<file path="config.mk">
export PLATFORM = sky130hd
export DESIGN_NAME = see_ram
export DESIGN_NICKNAME = d
export VERILOG_FILES = /design/src/rtl/core/see_ram.sv
export SDC_FILE = /design/constraint.sdc
export NUM_CORES = 2
export LEC_CHECK = 0
export ABC_AREA = 1
export BUFFER_PORTS_ARGS = -buffer_cell sky130_fd_sc_hd__clkbuf_2
export CAP_MARGIN = 20
export CORE_UTILIZATION = 40
export CTS_BUF_LIST = sky130_fd_sc_hd__clkbuf_8
export CTS_CLUSTER_DIAMETER = 200
export DETAILED_ROUTE_END_ITERATION = 7
export SYNTH_ARGS = -nofsm -noshare
export SYNTH_HDL_FRONTEND = slang
export SYNTH_SLANG_ARGS = --single-unit
export TNS_END_PERCENT = 30
</file>
<file path="constraint.sdc">
create_clock -name clk -period 4.35 [get_ports clk]
set_input_delay 0.435 -clock clk [delete_from_list [all_inputs] [get_ports clk]]
set_output_delay 0.435 -clock clk [all_outputs]
set_load 0.01 [all_outputs]
</file>
<file path="src/rtl/core/see_ram.sv">
// Generic single-port-write, single-port-read RAM with a registered read.
// Depends on nothing.
module see_ram #(
  parameter int WIDTH = 32,
  parameter int DEPTH = 64
) (
  input  logic                     clk,
  input  logic                     we,
  input  logic [$clog2(DEPTH)-1:0] waddr,
  input  logic [WIDTH-1:0]         wdata,
  input  logic [$clog2(DEPTH)-1:0] raddr,
  output logic [WIDTH-1:0]         rdata
);
  logic [WIDTH-1:0] mem [DEPTH];

  always_ff @(posedge clk) begin
    if (we) begin
      mem[waddr] <= wdata;
    end
    rdata <= mem[raddr];
  end
endmodule

</file>
==> flow_metrics.py <==
metrics = {
    "status": {
        "outcome": "finished clean",
    },
    "yosys": {
        "syn-num-nets": 6815,
        "synthMuxAreaShare": 0,
        "synth_area_um2": 82700,
        "avgSynthCellArea_um2": 12.2,
        "synth_top_family_by_area": "simple AND/OR/NAND/NOR gates",
        "syn_inst": 6769,
        "synthSimpleGateAreaFrac": 0.221,
        "ys_warn_count": 0,
        "synth_xor_area_frac": 0,
        "synth_fa_ha_area_frac": 0,
        "ys_types": 16,
        "ys_ff_latch": 2080,
        "ys_seq_area_frac": 0.751,
        "synth_compound_area_frac": 0,
    },
    "clocking": {
        "cts_tree": "yes",
        "numCtsBuffers": 342,
        "insertion_delay_ns": 1.08,
        "cts.clk_slew.worst_paths_ns": 0.06,
        "cts_root_buf": "clkbuf_8",
        "cts_sinks": 2080,
        "htreeDepth": 5,
        "clockBufferDepth": 4,
    },
    "setup_path": {
        "worst_setup_path_start_kind": "primary input",
        "worst-r2r-cell-count": 8,
        "arrival_ns": 3.78,
        "setup.worst_path.end_class": "register",
        "worstPathRequired_ns": 5.30,
        "r2r-end": "rdata[10]",
        "reg2reg_slack_ns": 2.39,
        "rr_startpoint": "mem[33][10]",
        "path_max_fanout": 83,
        "critPathKind": "in2reg",
    },
    "finish": {
        "area_growth_pct": 12.0,
        "drive_gt1_frac": 0.101,
        "final_nets": 6990,
        "stdcell_count": 9869,
    },
    "die": {
        "start_util": 0.404,
        "die_area_um2": 209000,
        "die_h_um": 457,
        "die_width_um": 457,
        "ios": 78,
        "core.rowCount": 166,
        "core_area_um2": 205000,
    },
    "route": {
        "drt-total-wl_um": 254000,
        "final_antenna_net_count": 0,
        "firstDrtPassIters": 8,
        "drt_iter0_drc": 7089,
        "drc": 0,
        "wl_per_cell_um": 25.8,
        "vias": 55100,
        "vias_per_cell": 5.58,
    },
    "min_path": {
        "hp-start": "wdata[12]",
        "worstHoldPathCells": 2,
        "hold_class": "in2reg",
        "holdPathEnd": "mem[58][12]",
    },
    "grt": {
        "globalRouteMet1Util": 0.327,
        "use_met2": 0.375,
        "first_global_vias": 52700,
        "antenna_found_initial": 11,
        "grt.overflow.total": 0,
        "busiest_layer": "met2",
        "met3_usage": 0.0435,
        "grt_first_pass_wirelength_um": 367000,
        "gr-usage-all-layers": 0.240,
        "grt_max_degree": 191,
    },
    "sta": {
        "setup_violations": 0,
        "rsz0062_at_grt": "no",
        "max_freq_mhz": 353,
        "worst_slack_ns": 1.52,
        "drv_slew": 0,
        "min_period_over_period": 0.652,
        "worstMarginPinSlew_ns": 1.17,
        "slew_headroom": 0.219,
        "min_period_ns": 2.83,
        "final_hold_viol_count": 0,
        "clock_skew_ns": 0.0867,
    },
    "pwr": {
        "ir_drop_uv": 361,
        "leakagePower_uw": 0.0328,
        "power_density_nw_per_um2": 433,
    },
    "placed_design": {
        "port_buffers": 77,
        "gp_congestion": 0.849,
        "dp.cells": 9276,
        "dp_slack_ns": 0.931,
        "dp_hpwl_um": 137000,
    },
    "run": {
        "drv_cap": 0,
    },
}
==> Yosys cell counts <==
cell type | count | area share
nand4_1 | 9 | 0.00068
nand2_1 | 2248 | 0.10
nor2_1 | 56 | 0.0025
nand3_1 | 1907 | 0.12
inv_1 | 9 | 0.00041
clkbuf_1 | 77 | 0.0035
buf_8 | 2 | 0.00036
edfxtp_1 | 2048 | 0.74
buf_2 | 282 | 0.017
inv_4 | 1 | 0.000076
inv_2 | 2 | 0.000091
nor4_1 | 8 | 0.00060
buf_4 | 45 | 0.0041
dfxtp_1 | 32 | 0.0077
buf_6 | 3 | 0.00041
buf_1 | 40 | 0.0018
==> cell usage in the layout (no fill, tap or decap), types with 9 or more instances in the layout <==
master,n
nand2_1,2248
inv_1,128
buf_12,41
edfxtp_1,2048
clkbuf_8,351
dlygate4sd3_1,10
clkinv_1,66
nor2_4,56
nand3_1,1907
nand4_1,9
clkbuf_2,72
dfxtp_1,32
clkinv_2,25
buf_4,151
==> cell type report <==
| cell class | instances | area (µm²) |
|---|---|---|
| multi-input combinational | 4228 | 18800 |
| inverter | 12 | 81.3 |
| clock buffer | 351 | 4830 |
| fill | 18300 | 112000 |
| clock inverter | 222 | 973 |
| timing repair buffer | 280 | 2530 |
| antenna | 8 | 20.0 |
| tap | 2688 | 3360 |
| sequential | 2080 | 62100 |
==> worst max-delay path, stage by stage <==
cell and delay (ns):
dlygate4sd3_1 0.60, buf_8 0.23, inv_8 0.40, buf_12 0.42, nand3_1 0.16, nand3_1 0.11
nand2_1 0.09, nand2_1 0.09, nand3_1 0.37, nand3_1 0.53, nand2_1 0.10
==> flip-flops by register name, summed over array words and instances, names as in the netlist <==
| register | count |
|---|---|
| rdata | 32 |
| mem | 2048 |
==> report_power, final <==
| group | internal [µW] | switching [µW] | total, µW |
|---|---|---|---|
| clock network | 7590 | 7580 | 15200 |
| logic | 619 | 2060 | 2680 |
| registers | 22200 | 142 | 22300 |
==> cells by family after synthesis <==
logic type / Yosys count
AND/OR/NAND/NOR: 4228
buffers and inverters: 461
flip-flops: 2080
==> what timing repair did <==
item                       4_1_cts  5_1_grt
setup buffers                    0        0
resized for setup                0        0
hold buffers                     9        1
setup endpoints to repair        0        0
hold endpoints to repair        58        5
==> worst max path at each step <==
stage                  start          to  slack, ns  depth (start not counted)
floorplan                 we  mem[48][0]      -0.21                          3
global placement    raddr[0]    rdata[8]       0.94                         11
detailed placement  raddr[0]    rdata[8]       0.93                         11
CTS                 rdata[8]    rdata[8]       1.68                          1
global route        raddr[1]    rdata[8]       1.60                         11
finish              raddr[1]    rdata[8]       1.52                         11
==> per-stage QoR <==
stage          hold slack, ns  utilization  setup TNS, ns  power [µW]  cell area [µm²]
2_1_floorplan           0.534            -         -55.04       24000            82700
3_3_place_gp            0.778        0.423              0       25400            86700
3_5_place_dp            0.771        0.423              0       25400            86700
4_1_cts                0.0122        0.452              0       40400            92600
5_1_grt                0.0670        0.452              0       41400            92700
6_report                0.102        0.452              0       40200            92700
==> per-layer routing <==
layer | up-vias | wire, µm
met5 | - | 26
met4 | 4 | 11200
met1 | 27600 | 103000
met2 | 2601 | 118000
met3 | 415 | 22100
li1 | 24500 | -
Note: power is estimated with default switching activity, not from simulation.
